**src/spd_pkg.sv**
```systemverilog
// Package: types, packet type codes and field decode helpers for the sensor packet decoder.
package spd_pkg;

    typedef logic [7:0]         byte_t;
    typedef logic [3:0]         kind_t;
    typedef logic signed [12:0] value_a_t;
    typedef logic signed [16:0] value_b_t;
    typedef logic signed [10:0] value_c_t;
    typedef logic [31:0]        packet_t;

    // Packet type codes carried in bits 3..0 of a packet
    localparam logic [3:0] PT_INFRARED   = 4'd1;
    localparam logic [3:0] PT_ULTRASONIC = 4'd2;
    localparam logic [3:0] PT_YAW        = 4'd3;
    localparam logic [3:0] PT_MAG        = 4'd4;
    localparam logic [3:0] PT_GYRO       = 4'd5;
    localparam logic [3:0] PT_RAZOR_ACC  = 4'd6;
    localparam logic [3:0] PT_BOARD_ACC  = 4'd7;
    localparam logic [3:0] PT_POSITION   = 4'd10;
    localparam logic [3:0] PT_PATH       = 4'd11;
    localparam logic [3:0] PT_VELOCITY   = 4'd12;
    localparam logic [3:0] PT_HEADING    = 4'd13;

    // Result kinds
    localparam kind_t KIND_INFRARED   = 4'd0;
    localparam kind_t KIND_ULTRASONIC = 4'd1;
    localparam kind_t KIND_YAW        = 4'd2;
    localparam kind_t KIND_MAG        = 4'd3;
    localparam kind_t KIND_GYRO       = 4'd4;
    localparam kind_t KIND_RAZOR_ACC  = 4'd5;
    localparam kind_t KIND_BOARD_ACC  = 4'd6;
    localparam kind_t KIND_POSITION   = 4'd7;
    localparam kind_t KIND_PATH       = 4'd8;
    localparam kind_t KIND_VELOCITY   = 4'd9;
    localparam kind_t KIND_HEADING    = 4'd10;

    localparam logic [4:0]  IR_NO_READING = 5'd31;
    localparam logic [9:0]  US_NO_READING = 10'd630;
    localparam logic [10:0] HEADING_WRAP  = 11'd2000;

    // Ultrasonic scale codes
    localparam logic [1:0] US_SCALE_X1  = 2'd0;
    localparam logic [1:0] US_SCALE_X3  = 2'd1;
    localparam logic [1:0] US_SCALE_X5  = 2'd2;
    localparam logic [1:0] US_SCALE_X10 = 2'd3;

    // Sign-magnitude to two's complement; a negative zero comes out as zero
    function automatic value_b_t sign_mag(input logic [15:0] mag, input logic neg);
        value_b_t m;
        m = value_b_t'({1'b0, mag});
        return neg ? -m : m;
    endfunction

    function automatic value_c_t ir_value(input logic [4:0] v);
        return (v == IR_NO_READING) ? -11'sd1 : value_c_t'({6'd0, v});
    endfunction

    function automatic value_c_t us_value(input logic [5:0] v, input logic [1:0] code);
        logic [9:0] p;
        case (code)
            US_SCALE_X1:  p = {4'd0, v};
            US_SCALE_X3:  p = {4'd0, v} + {3'd0, v, 1'b0};
            US_SCALE_X5:  p = {4'd0, v} + {2'd0, v, 2'b0};
            US_SCALE_X10: p = {3'd0, v, 1'b0} + {1'd0, v, 3'b0};
            default:      p = {4'd0, v};
        endcase
        return (p == US_NO_READING) ? -11'sd1 : value_c_t'({1'b0, p});
    endfunction

endpackage

```
**src/sensor_packet_decoder_unit.sv**
```systemverilog
// Top level: byte assembler and packet decoder with registered result.
//
// The block takes one received byte per cycle on the rx channel, unless the
// res channel holds it back, and groups every four bytes, most significant
// first, into a 32-bit packet. The packet is held in a packet register and
// decoded on the next stage into the result register when the stages advance.
// Sustained rate is one byte per cycle while results are taken, set by the
// single packet register and the result register; both advance together
// whenever the result register is empty or being taken.
// Packet types that only log (0, 8, 9, 14, 15) produce no result, and the
// first three bytes of a packet never do. Bits 31..30 are not checked.
// value_b is zero for yaw and heading, value_c is zero for all kinds other
// than infrared and ultrasonic. A no-reading code is reported as -1.
module sensor_packet_decoder_unit (
    input  logic                clk,
    input  logic                rst_n,
    input  logic                rx_valid,
    output logic                rx_ready,
    input  spd_pkg::byte_t      rx_byte,
    output logic                res_valid,
    input  logic                res_ready,
    output spd_pkg::kind_t      kind,
    output spd_pkg::value_a_t   value_a,
    output spd_pkg::value_b_t   value_b,
    output spd_pkg::value_c_t   value_c
);
    import spd_pkg::*;

    // Byte assembly
    logic [1:0]  byte_count_reg, byte_count_next;
    logic [23:0] held_bytes_reg, held_bytes_next;

    // Packet stage
    logic        pkt_valid_reg, pkt_valid_next;
    packet_t     pkt_reg, pkt_next;

    // Result stage
    logic        res_valid_reg, res_valid_next;
    kind_t       kind_reg;
    value_a_t    value_a_reg;
    value_b_t    value_b_reg;
    value_c_t    value_c_reg;

    // Decoder output
    logic        dec_emit;
    kind_t       dec_kind;
    value_a_t    dec_a;
    value_b_t    dec_b;
    value_c_t    dec_c;

    logic        stage_adv;
    logic        rx_fire;
    logic        last_byte;
    value_b_t    sm_a;
    value_b_t    sm_b;
    logic [10:0] heading_raw;

    // Both stages move when the result slot is free or being drained
    assign stage_adv = !res_valid_reg || res_ready;
    assign rx_ready  = !pkt_valid_reg || stage_adv;
    assign rx_fire   = rx_valid && rx_ready;
    assign last_byte = (byte_count_reg == 2'd3);

    // Collect bytes; on the fourth one hand the whole packet to the packet stage
    always_comb
    begin
        byte_count_next = byte_count_reg;
        held_bytes_next = held_bytes_reg;
        pkt_next        = pkt_reg;
        pkt_valid_next  = pkt_valid_reg && !stage_adv;
        if (rx_fire)
        begin
            if (last_byte)
            begin
                byte_count_next = 2'd0;
                held_bytes_next = 24'd0;
                pkt_next        = {held_bytes_reg, rx_byte};
                pkt_valid_next  = 1'b1;
            end
            else
            begin
                byte_count_next = byte_count_reg + 2'd1;
                held_bytes_next = {held_bytes_reg[15:0], rx_byte};
            end
        end
    end

    // Decode the held packet
    always_comb
    begin
        dec_emit    = 1'b1;
        dec_kind    = KIND_INFRARED;
        dec_a       = '0;
        dec_b       = '0;
        dec_c       = '0;
        sm_a        = '0;
        sm_b        = '0;
        heading_raw = pkt_reg[14:4];
        case (pkt_reg[3:0])
            PT_INFRARED:
            begin
                dec_kind = KIND_INFRARED;
                dec_a    = value_a_t'(ir_value(pkt_reg[8:4]));
                dec_b    = value_b_t'(ir_value(pkt_reg[13:9]));
                dec_c    = ir_value(pkt_reg[18:14]);
            end
            PT_ULTRASONIC:
            begin
                dec_kind = KIND_ULTRASONIC;
                dec_a    = value_a_t'(us_value(pkt_reg[9:4], pkt_reg[11:10]));
                dec_b    = value_b_t'(us_value(pkt_reg[17:12], pkt_reg[19:18]));
                dec_c    = us_value(pkt_reg[25:20], pkt_reg[27:26]);
            end
            PT_YAW:
            begin
                dec_kind = KIND_YAW;
                sm_a     = sign_mag({8'd0, pkt_reg[11:4]}, pkt_reg[12]);
                dec_a    = sm_a[12:0];
            end
            PT_MAG, PT_GYRO, PT_RAZOR_ACC, PT_BOARD_ACC:
            begin
                dec_kind = pkt_reg[3:0] - 4'd1;
                sm_a     = sign_mag({8'd0, pkt_reg[11:4]}, pkt_reg[12]);
                sm_b     = sign_mag({8'd0, pkt_reg[20:13]}, pkt_reg[21]);
                dec_a    = sm_a[12:0];
                dec_b    = sm_b;
            end
            PT_POSITION:
            begin
                dec_kind = KIND_POSITION;
                sm_a     = sign_mag({4'd0, pkt_reg[15:4]}, pkt_reg[16]);
                sm_b     = sign_mag({4'd0, pkt_reg[28:17]}, pkt_reg[29]);
                dec_a    = sm_a[12:0];
                dec_b    = sm_b;
            end
            PT_PATH:
            begin
                dec_kind = KIND_PATH;
                dec_a    = value_a_t'({7'd0, pkt_reg[9:4]});
                dec_b    = value_b_t'({1'b0, pkt_reg[25:10]});
            end
            PT_VELOCITY:
            begin
                dec_kind = KIND_VELOCITY;
                sm_a     = sign_mag({7'd0, pkt_reg[12:4]}, pkt_reg[13]);
                sm_b     = sign_mag({7'd0, pkt_reg[22:14]}, pkt_reg[23]);
                dec_a    = sm_a[12:0];
                dec_b    = sm_b;
            end
            PT_HEADING:
            begin
                dec_kind = KIND_HEADING;
                // The raw value stays below twice the wrap, one subtract suffices
                if (heading_raw >= HEADING_WRAP)
                begin
                    dec_a = value_a_t'({2'd0, heading_raw - HEADING_WRAP});
                end
                else
                begin
                    dec_a = value_a_t'({2'd0, heading_raw});
                end
            end
            default:
            begin
                // Log-only packet: drop it
                dec_emit = 1'b0;
            end
        endcase
    end

    // Result slot fills from the packet stage whenever the stages advance
    always_comb
    begin
        res_valid_next = res_valid_reg;
        if (stage_adv)
        begin
            res_valid_next = pkt_valid_reg && dec_emit;
        end
    end

    always_ff @(posedge clk or negedge rst_n)
    begin
        if (!rst_n)
        begin
            byte_count_reg <= 2'd0;
            held_bytes_reg <= 24'd0;
            pkt_valid_reg  <= 1'b0;
            res_valid_reg  <= 1'b0;
        end
        else
        begin
            byte_count_reg <= byte_count_next;
            held_bytes_reg <= held_bytes_next;
            pkt_valid_reg  <= pkt_valid_next;
            res_valid_reg  <= res_valid_next;
        end
    end

    // Payload registers: no reset needed
    always_ff @(posedge clk)
    begin
        pkt_reg <= pkt_next;
        if (stage_adv)
        begin
            kind_reg    <= dec_kind;
            value_a_reg <= dec_a;
            value_b_reg <= dec_b;
            value_c_reg <= dec_c;
        end
    end

    assign res_valid = res_valid_reg;
    assign kind      = kind_reg;
    assign value_a   = value_a_reg;
    assign value_b   = value_b_reg;
    assign value_c   = value_c_reg;

endmodule

```
**config.mk**
```make
export PLATFORM = sky130hd
export DESIGN_NAME = sensor_packet_decoder_unit
export DESIGN_NICKNAME = d
export VERILOG_FILES = /design/src/spd_pkg.sv /design/src/sensor_packet_decoder_unit.sv
export SDC_FILE = /design/constraint.sdc
export NUM_CORES = 1
export LEC_CHECK = 0
export BUFFER_PORTS_ARGS = -buffer_cell sky130_fd_sc_hd__clkbuf_2
export CAP_MARGIN = 20
export CORE_ASPECT_RATIO = 0.9
export CORE_MARGIN = 2
export CORE_UTILIZATION = 61
export DETAILED_ROUTE_END_ITERATION = 10
export GPL_TIMING_DRIVEN = 0
export PLACE_DENSITY = 0.92
export SLEW_MARGIN = 20
export SYNTH_ARGS = -nofsm -noshare
export SYNTH_HDL_FRONTEND = slang
export SYNTH_SLANG_ARGS = --single-unit
```
**constraint.sdc**
```tcl
create_clock -name clk -period 3.25 [get_ports clk]
set_clock_uncertainty 0.15 [all_clocks]
set_input_delay 0.1625 -clock clk [delete_from_list [all_inputs] [get_ports clk]]
set_output_delay 0.1625 -clock clk [all_outputs]
set_load 0.05 [all_outputs]
```
# Word-level counts from Yosys, hierarchy flattened
# Index checks and enable logic that the tools add are counted.
[word_totals] in_bits=12 ff_bits=101
[op_classes] magnitude_cmp=1 addsub=18 eq_ne=27 muxes=28 n_reduce_logical=15
[op_table] cell="$pmux 10 s4" n=3
[op_table] cell="$pmux 17 s6" n=1
[op_table] cell="$pmux 13 s7" n=1
[op_table] cell="$mux 11" n=7
[op_table] cell="$mux 17" n=3
[op_table] cell="$mux 13" n=3
[op_table] cell="$add 7x9->10" n=3
[op_table] cell="$eq 10x10->1 const B" n=3
[op_table] cell="$mux 10" n=3
[op_table] cell="$pmux 4 s7" n=1
[op_table] cell="$add 6x8->9" n=3
[op_table] cell="$add 6x7->8" n=3
[op_table] cell="$mux 22" n=1
[op_table] cell="$pmux 11 s2" n=1
[op_table] cell="$neg 12->17" n=1
[op_table] cell="$neg 8->17" n=1
[op_table] cell="$neg 9->17" n=1
[op_table] cell="$eq 4x3->1 const B" n=4
[op_table] cell="$eq 4x4->1 const B" n=4
[op_table] cell="$eq 5x5->1 const B" n=3
[op_table] cell="$eq 2x2->1 const B" n=7
[op_table] cell="$neg 12->13" n=1
[op_table] cell="$neg 8->13" n=1
[op_table] cell="$neg 9->13" n=1
[op_table] cell="other kinds (17)" n=29

# Longest topological paths before layout
# Gate-level depths: netlist (run 1).
[logic_depth] word_depth=6 ltp_mapped=13 mapped_depth_nobuf=12

# Least setup slack after synthesis (run 1)
# OpenSTA, ideal clock, no wires.
[synth_path] kind="reg2reg" startpoint="register res_valid_reg (netlist: res_valid)" endpoint="register pkt_reg[0], enable pin" setup_slack_ns=-0.278 n_path_buf=2 t_required_ns=2.683 stages_incl_launch_ff=6 arrival_time_ns=2.961 setup_ns=0.417 path_cell_list="dfrtp_1 > nand3b_1 > nand2_1 > clkbuf_1 > clkbuf_1 > nor2_1"
[synth_via] elab_chain_cells=5
[synth_lines] item="start: declaration" line="sensor_packet_decoder_unit.sv:38" source="logic res_valid_reg, res_valid_next;"
[synth_lines] item="start signal: assignment" line="sensor_packet_decoder_unit.sv:195" source="res_valid_reg <= res_valid_next;"
[synth_lines] item="$logic_not 1->1" line="sensor_packet_decoder_unit.sv:59" source="assign stage_adv = !res_valid_reg || res_ready;"
[synth_lines] item="$logic_or 1x1->1" line="sensor_packet_decoder_unit.sv:59"
[synth_lines] item="$logic_or 1x1->1" line="sensor_packet_decoder_unit.sv:60" source="assign rx_ready = !pkt_valid_reg || stage_adv;"
[synth_lines] item="net rx_ready" line="sensor_packet_decoder_unit.sv:18" source="output logic rx_ready,"
[synth_lines] item="$logic_and 1x1->1" line="sensor_packet_decoder_unit.sv:61" source="assign rx_fire = rx_valid && rx_ready;"
[synth_lines] item="$reduce_and 2->1 (no line)"
[synth_lines] item="end signal: assignment" line="sensor_packet_decoder_unit.sv:202" source="pkt_reg <= pkt_next;"
[synth_lines] item="end: declaration" line="sensor_packet_decoder_unit.sv:35" source="packet_t pkt_reg, pkt_next;"
# The timed path passes the listed nets, and every way through them passes these cells.
# A chain may end at the register's enable or synchronous reset.

# Worst setup path in the final report (run 1)
[layout_path] startpoint="register pkt_reg[12]" endpoint="register value_b_reg[16] (netlist: value_b[16]), data pin"
[layout_via] elab_chain_cells=6
[layout_lines] item="$add 7x9->10 (tied with other cells)" line="spd_pkg.sv:64" source="US_SCALE_X10: p = {3'd0, v, 1'b0} + {1'd0, v, 3'b0};"
[layout_lines] item="$pmux 10 s4" line="spd_pkg.sv:60" source="case (code)"
[layout_lines] item="$mux 10" line="sensor_packet_decoder_unit.sv:99" source="case (pkt_reg[3:0])"
[layout_lines] item="$eq 10x10->1" line="spd_pkg.sv:67" source="return (p == US_NO_READING) ? -11'sd1 : value_c_t'({1'b0, p});"
[layout_lines] item="$mux 11" line="spd_pkg.sv:67"
[layout_lines] item="$pmux 17 s6 *" line="sensor_packet_decoder_unit.sv:99"
[layout_lines] item="net dec_b[16]" line="sensor_packet_decoder_unit.sv:48" source="value_b_t dec_b;"
[layout_lines] item="end signal: assignment" line="sensor_packet_decoder_unit.sv:207" source="value_b_reg <= dec_b;"
[layout_lines] item="end: declaration" line="sensor_packet_decoder_unit.sv:41" source="value_b_t value_b_reg;"
# The timed path passes the listed nets; every way through them passes the cells marked *. The select of a mux whose other input is x is not followed.

==> results.sh, run 1 <==
export IMPL_status="finished, final reports clean"
export IMPL_ios=59
export IMPL_switchingPower_mw=2.48
export IMPL_largest_reg_flops=30
export IMPL_clk_latency_ns=0.36
export IMPL_fin_ws_ns=0.0432
export IMPL_worstPathCellList="ha_1 > fa_1 > a21o_1 > a21oi_2 > xnor2_1 > mux4_2 > nor4b_1 > nand4_1 > buf_4 > nand3_1"
export IMPL_period_share=0.987
export IMPL_yosysSeqAreaShare=0.391
export IMPL_dieArea_um2=13100
export IMPL_nFillCells=917
export IMPL_slowest_stage="mux4_2"
export IMPL_yosys_top_cells_area="edfxtp_1 (30%), ha_1 (9.8%), dfrtp_1 (8.8%)"
export IMPL_crit_fanout=10
export IMPL_place_gp_congestion=1.00
export IMPL_synth_top_flop_cell="edfxtp_1"
export IMPL_layout_nets=965
export IMPL_slew_viol_final=0
export IMPL_hold_class="in2async"
export IMPL_yosys_top_cells_count="nand2_1 (118), edfxtp_1 (75), o21ai_0 (66)"
export IMPL_cts_sinks=101
export IMPL_ant_nets=0
export IMPL_crit_required_ns=3.18
export IMPL_cts_tree="yes"
export IMPL_syn_to_final_growth_pct=15.5
export IMPL_portBuffers=58
export IMPL_yosysMostFrequentCell="nand2_1"
export IMPL_comb_power_share=0.473
export IMPL_fmax_mhz=312
export IMPL_synth_edf_count=75
export IMPL_p_leak_nw=3.76
export IMPL_via_per_inst=6.42
export IMPL_grt_usage=0.320
export IMPL_diodes=0
export IMPL_ys_types=79
export IMPL_drcViolationCount=0
export IMPL_grt_pass1_vias=6263
export IMPL_avgRoutedWirePerCell_um=19.4
export IMPL_startpoint_type="flop"
export IMPL_synth_top_area_share=0.303
export IMPL_end_kind="flop"
export IMPL_coreArea_um2=12000
export IMPL_cts_buffer_depth=2
export IMPL_finalHoldViolCount=0
export IMPL_htreeDepth=3
export IMPL_finalSetupViolations=0
export IMPL_swShare=0.436
export IMPL_yosys_warnings=0
export IMPL_tns_ns=0
export IMPL_drtIter0Drc=1005
export IMPL_gr_usage_met3=0.106
export IMPL_clock_root_buffer="clkbuf_16"
export IMPL_synth_nets=858
export IMPL_dpl_cell_count=1001
export IMPL_fp_dieW_um=120
export IMPL_finish_utilization=0.716
export IMPL_syn_area_um2=7430
export IMPL_synth_async_sr_flop_share=0.257
export IMPL_firstDrtPassIters=7
export IMPL_yosys_area_top_type="edfxtp_1"
export IMPL_synthCells=782
export IMPL_grt_pass1_wl_um=32200
export IMPL_clockPowerShare=0.176
export IMPL_vias=6763
export IMPL_pwr_share_seq=0.350
export IMPL_power_mw=5.69
export IMPL_fin_cells=1054
export IMPL_intPower_mw=3.21
export IMPL_power_density_nw_per_um2=663
export IMPL_row_count=38
export IMPL_antenna_found_initial=0
export IMPL_max_stage_delay_ns=0.49
export IMPL_cap_violations=0
export IMPL_die_h_um=109
export IMPL_dp_slack_ns=-0.137
export IMPL_routed_wl_um=20400
export IMPL_grt_busiest_layer="met2"
export IMPL_grt_overflow=0
export IMPL_avgSynthCellArea_um2=9.51
export IMPL_ys_ff_latch=101
export IMPL_cp_arrival_ns=3.14
export IMPL_met1_usage=0.437
export IMPL_initial_core_util=0.620
export IMPL_max_vdd_ir_drop_uv=614
export IMPL_drive_above_1_share=0.171
export IMPL_hpwl_um=14900
export IMPL_worstMarginPinSlew_ns=0.905
export IMPL_relSlewSlack=0.394
export IMPL_period_minus_slack_ns=3.21
export IMPL_cts_buffers=9
export IMPL_met2_usage=0.473
export IMPL_cts_clk_slew_worst_paths_ns=0.07
export IMPL_grt_max_degree=34
export IMPL_path_class="reg2reg"
layer usage:
| metal | vias up | wire, µm |
|---|---|---|
| met5 | - | 0 |
| met4 | 0 | 532 |
| met3 | 52 | 2690 |
| met2 | 510 | 8790 |
| met1 | 3107 | 8410 |
| li1 | 3094 | - |
kinds of logic (layout without fill, tap and decap cells):
group,Yosys count,in the layout,share of synthesized area
flip-flops,101,101,0.391
adder cells (fa/ha/maj),64,64,0.114
buffers and inverters,84,196,0.0466
multiplexers,19,19,0.0414
AND/OR/NAND/NOR,278,278,0.183
AO/OA/AOI/OAI,193,193,0.174
XOR/XNOR,43,43,0.0507
power by group through the flow:
| stage | Combinational [mW] | Clock, mW | Sequential [mW] |
|---|---|---|---|
| 5_1_grt | 2.89 | 1.07 | 2.02 |
| 3_5_place_dp | 2.49 | 0 | 2.05 |
| 2_1_floorplan | 1.33 | 0 | 2.59 |
| 4_1_cts | 2.55 | 1.02 | 2.00 |
| 3_3_place_gp | 2.44 | 0 | 2.03 |
| 6_report | 2.69 | 1.00 | 1.99 |
through the flow:
| stage | area (µm²) | hold slack (ns) |
|---|---|---|
| 2_1_floorplan | 7440 | -0.283 |
| 3_3_place_gp | 7930 | 0.0551 |
| 3_5_place_dp | 7950 | 0.0536 |
| 4_1_cts | 8400 | 0.197 |
| 5_1_grt | 8580 | 0.253 |
| 6_report | 8580 | 0.197 |
placed cells by master, fill, tap and decap left out, drive strengths merged, types with 7 or more instances in the layout:
cell and instances:
a221o 7, nand2b 8, o21ai 67, a21o 9
nand3 21, nor3 16, buf 46, o211ai 10
nor2 49, inv 38, ha 58, o31ai 8
nand4 13, dfrtp 26, and2 7, nand2 118
xnor2 37, dlygate4sd3 11, edfxtp 75, and3 9
mux4 9, mux2i 9, clkbuf 93, a211oi 7
a21oi 32
what timing repair did:
action,in CTS,in global routing
hold buffers,11,0
gates resized for setup,2,16
setup buffers,7,19
endpoints found under the setup margin,18,22
pin swaps,0,2
endpoints found under the hold margin,43,0
worst max-delay path, delay by kind of cell (launching register included):
kind                     cells  cell delay [ns]
AO/OA/AOI/OAI                2             0.38
XOR/XNOR                     1             0.08
adder cells (fa/ha/maj)      2             0.76
buffers and inverters        1             0.20
flip-flops                   1             0.46
multiplexers                 1             0.49
AND/OR/NAND/NOR              3             0.39
path summary, 6_finish.rpt:
| kind | from | to | slack, ns | cells after the start |
|---|---|---|---|---|
| max | pkt_reg[12] | value_b[16] | 0.04 | 10 |
| min | rst_n | held_bytes_reg[12] | 0.20 | 2 |
| max reg2reg | pkt_reg[12] | value_b[16] | 0.04 | 10 |
| min reg2reg | held_bytes_reg[18] | pkt_reg[26] | 0.30 | 0 |
| max in group asynchronous | rst_n | held_bytes_reg[6] | 2.34 | 2 |
| min in group clk | res_ready | res_valid | 0.27 | 3 |
final cells by class:
| cell class | count | area, µm² | share of cell area |
|---|---|---|---|
| Clock inverter | 6 | 47.5 | 0.00554 |
| Timing Repair Buffer | 96 | 616 | 0.0717 |
| Buffer | 44 | 205 | 0.0239 |
| Inverter | 40 | 156 | 0.0182 |
| Sequential cell | 101 | 2900 | 0.338 |
| Clock buffer | 10 | 229 | 0.0267 |
| Tap cell | 160 | 200 | 0.0233 |
| Multi-Input combinational cell | 597 | 4230 | 0.492 |
Note: power is estimated with default switching activity, not from simulation.
==> run 2: changes to the inputs <==
PLACE_DENSITY = 0.91   (was 0.92)
TNS_END_PERCENT = 30   (was default)
==> results.sh, run 2 (synthesis results as in run 1) <==
export IMPL_status="finished, final reports clean"
export IMPL_p_leak_nw=3.81
export IMPL_slew_viol_final=0
export IMPL_max_stage_delay_ns=0.54
export IMPL_cts_clk_slew_worst_paths_ns=0.07
export IMPL_layout_nets=975
export IMPL_vias=6791
export IMPL_die_h_um=109
export IMPL_avgRoutedWirePerCell_um=19.1
export IMPL_relSlewSlack=0.241
export IMPL_placed_area_um2=7950
export IMPL_htreeDepth=3
export IMPL_firstDrtPassIters=7
export IMPL_ios=59
export IMPL_portBuffers=58
export IMPL_cp_arrival_ns=3.09
export IMPL_rsz0062_at_grt="true"
export IMPL_period_minus_slack_ns=3.16
export IMPL_end_kind="flop"
export IMPL_routed_wl_um=20400
export IMPL_dieArea_um2=13100
export IMPL_layout_commonest_cell="nand2_1"
export IMPL_worstPathCellList="buf_4 > fa_1 > a21o_1 > a21oi_2 > xnor2_1 > mux4_2 > nor4b_1 > nand4_1 > buf_6 > nand3_1"
export IMPL_grt_overflow=0
export IMPL_drive_above_1_share=0.184
export IMPL_design_area_um2=8700
export IMPL_drtIter0Drc=929
export IMPL_grt_pass1_wl_um=32100
export IMPL_drcViolationCount=0
export IMPL_nFillCells=904
export IMPL_diodes=0
export IMPL_slowest_stage="edfxtp_1"
export IMPL_tns_ns=0
export IMPL_swShare=0.435
export IMPL_place_gp_congestion=1.03
export IMPL_crit_fanout=10
export IMPL_finalHoldViolCount=0
export IMPL_ant_nets=0
export IMPL_comb_power_share=0.474
export IMPL_power_density_nw_per_um2=659
export IMPL_grt_max_degree=34
export IMPL_crit_required_ns=3.18
export IMPL_switchingPower_mw=2.49
export IMPL_grt_pass1_vias=6147
export IMPL_multiInputGateArea_um2=4250
export IMPL_ff_latch_area_um2=2900
export IMPL_finalSetupViolations=0
export IMPL_fmax_mhz=316
export IMPL_hold_class="in2async"
export IMPL_path_class="reg2reg"
export IMPL_worstMarginPinSlew_ns=1.14
export IMPL_grt_usage=0.318
export IMPL_cts_buffers=9
export IMPL_antenna_found_initial=0
export IMPL_largest_reg_flops=30
export IMPL_startpoint_type="flop"
export IMPL_holdWs_ns=0.197
export IMPL_cts_buffer_depth=2
export IMPL_period_share=0.973
export IMPL_cts_tree="yes"
export IMPL_initial_core_util=0.620
export IMPL_hpwl_um=14800
export IMPL_pwr_share_seq=0.348
export IMPL_layout_common_cells="nand2_1 (117), edfxtp_1 (75), o21ai_0 (65), clkbuf_2 (60), ha_1 (55)"
export IMPL_power_mw=5.73
export IMPL_cap_violations=0
export IMPL_row_count=38
export IMPL_fp_dieW_um=120
export IMPL_cts_sinks=101
export IMPL_clockPowerShare=0.178
export IMPL_via_per_inst=6.38
export IMPL_dp_slack_ns=-0.237
export IMPL_clock_root_buffer="clkbuf_16"
export IMPL_syn_to_final_growth_pct=17.0
export IMPL_coreArea_um2=12000
export IMPL_intPower_mw=3.24
export IMPL_fin_ws_ns=0.0885
export IMPL_max_vdd_ir_drop_uv=472
export IMPL_clk_latency_ns=0.36
==> run 2: routing by layer <==
layer,wire length (µm),track usage
met1,8450,0.447
met2,8660,0.469
met3,2570,0.0879
met4,683,0.130
met5,0,0
==> run 2: final cells by class <==
type                       count  area share
multi-input combinational    597       0.489
sequential                   101       0.334
timing repair buffer         106      0.0791
clock buffer                  10      0.0263
buffer                        44      0.0247
tap                          160      0.0230
inverter                      40      0.0181
clock inverter                 6     0.00619
==> run 2: path summary, 6_finish.rpt <==
check	start	endpoint	slack, ns	depth (start not counted)
setup / recovery	pkt_reg[13]	value_b[16]	0.09	10
hold / removal	rst_n	held_bytes_reg[15]	0.20	2
setup reg to reg	pkt_reg[13]	value_b[16]	0.09	10
hold reg to reg	held_bytes_reg[16]	pkt_reg[24]	0.30	0
max in group asynchronous	rst_n	held_bytes_reg[20]	2.34	2
min in group clk	held_bytes_reg[16]	pkt_reg[24]	0.30	0
==> run 2: repair_timing <==
item	in CTS	in global routing
hold endpoints to repair	43	0
resized for setup	5	22
gates cloned	0	0
hold buffers	11	0
setup buffers	4	32
setup endpoints to repair	21	24
pin swaps	0	4
==> run 2: worst max-delay path, delay by kind of cell (launching register included) <==
kind | cells | cell delay, ns
buf+inv | 2 | 0.37
fa+ha+maj | 1 | 0.45
simple gates | 3 | 0.40
flops | 1 | 0.54
compound gates | 2 | 0.38
mux | 1 | 0.51
xor+xnor | 1 | 0.08
==> run 2: power groups by stage <==
stage                     clock network [mW]  registers, mW  logic [mW]
after floorplan                            0           2.59        1.33
after global placement                     0           2.03        2.44
after detailed placement                   0           2.04        2.49
after CTS                               1.03           2.01        2.54
after global routing                    1.08           2.03        2.92
final                                   1.02           1.99        2.72
==> run 2: metrics by stage <==
stage                     cells  utilization
after floorplan             782            -
after global placement     1000        0.662
after detailed placement   1001        0.664
after CTS                  1032        0.701
after global routing       1064        0.726
final                      1064        0.726
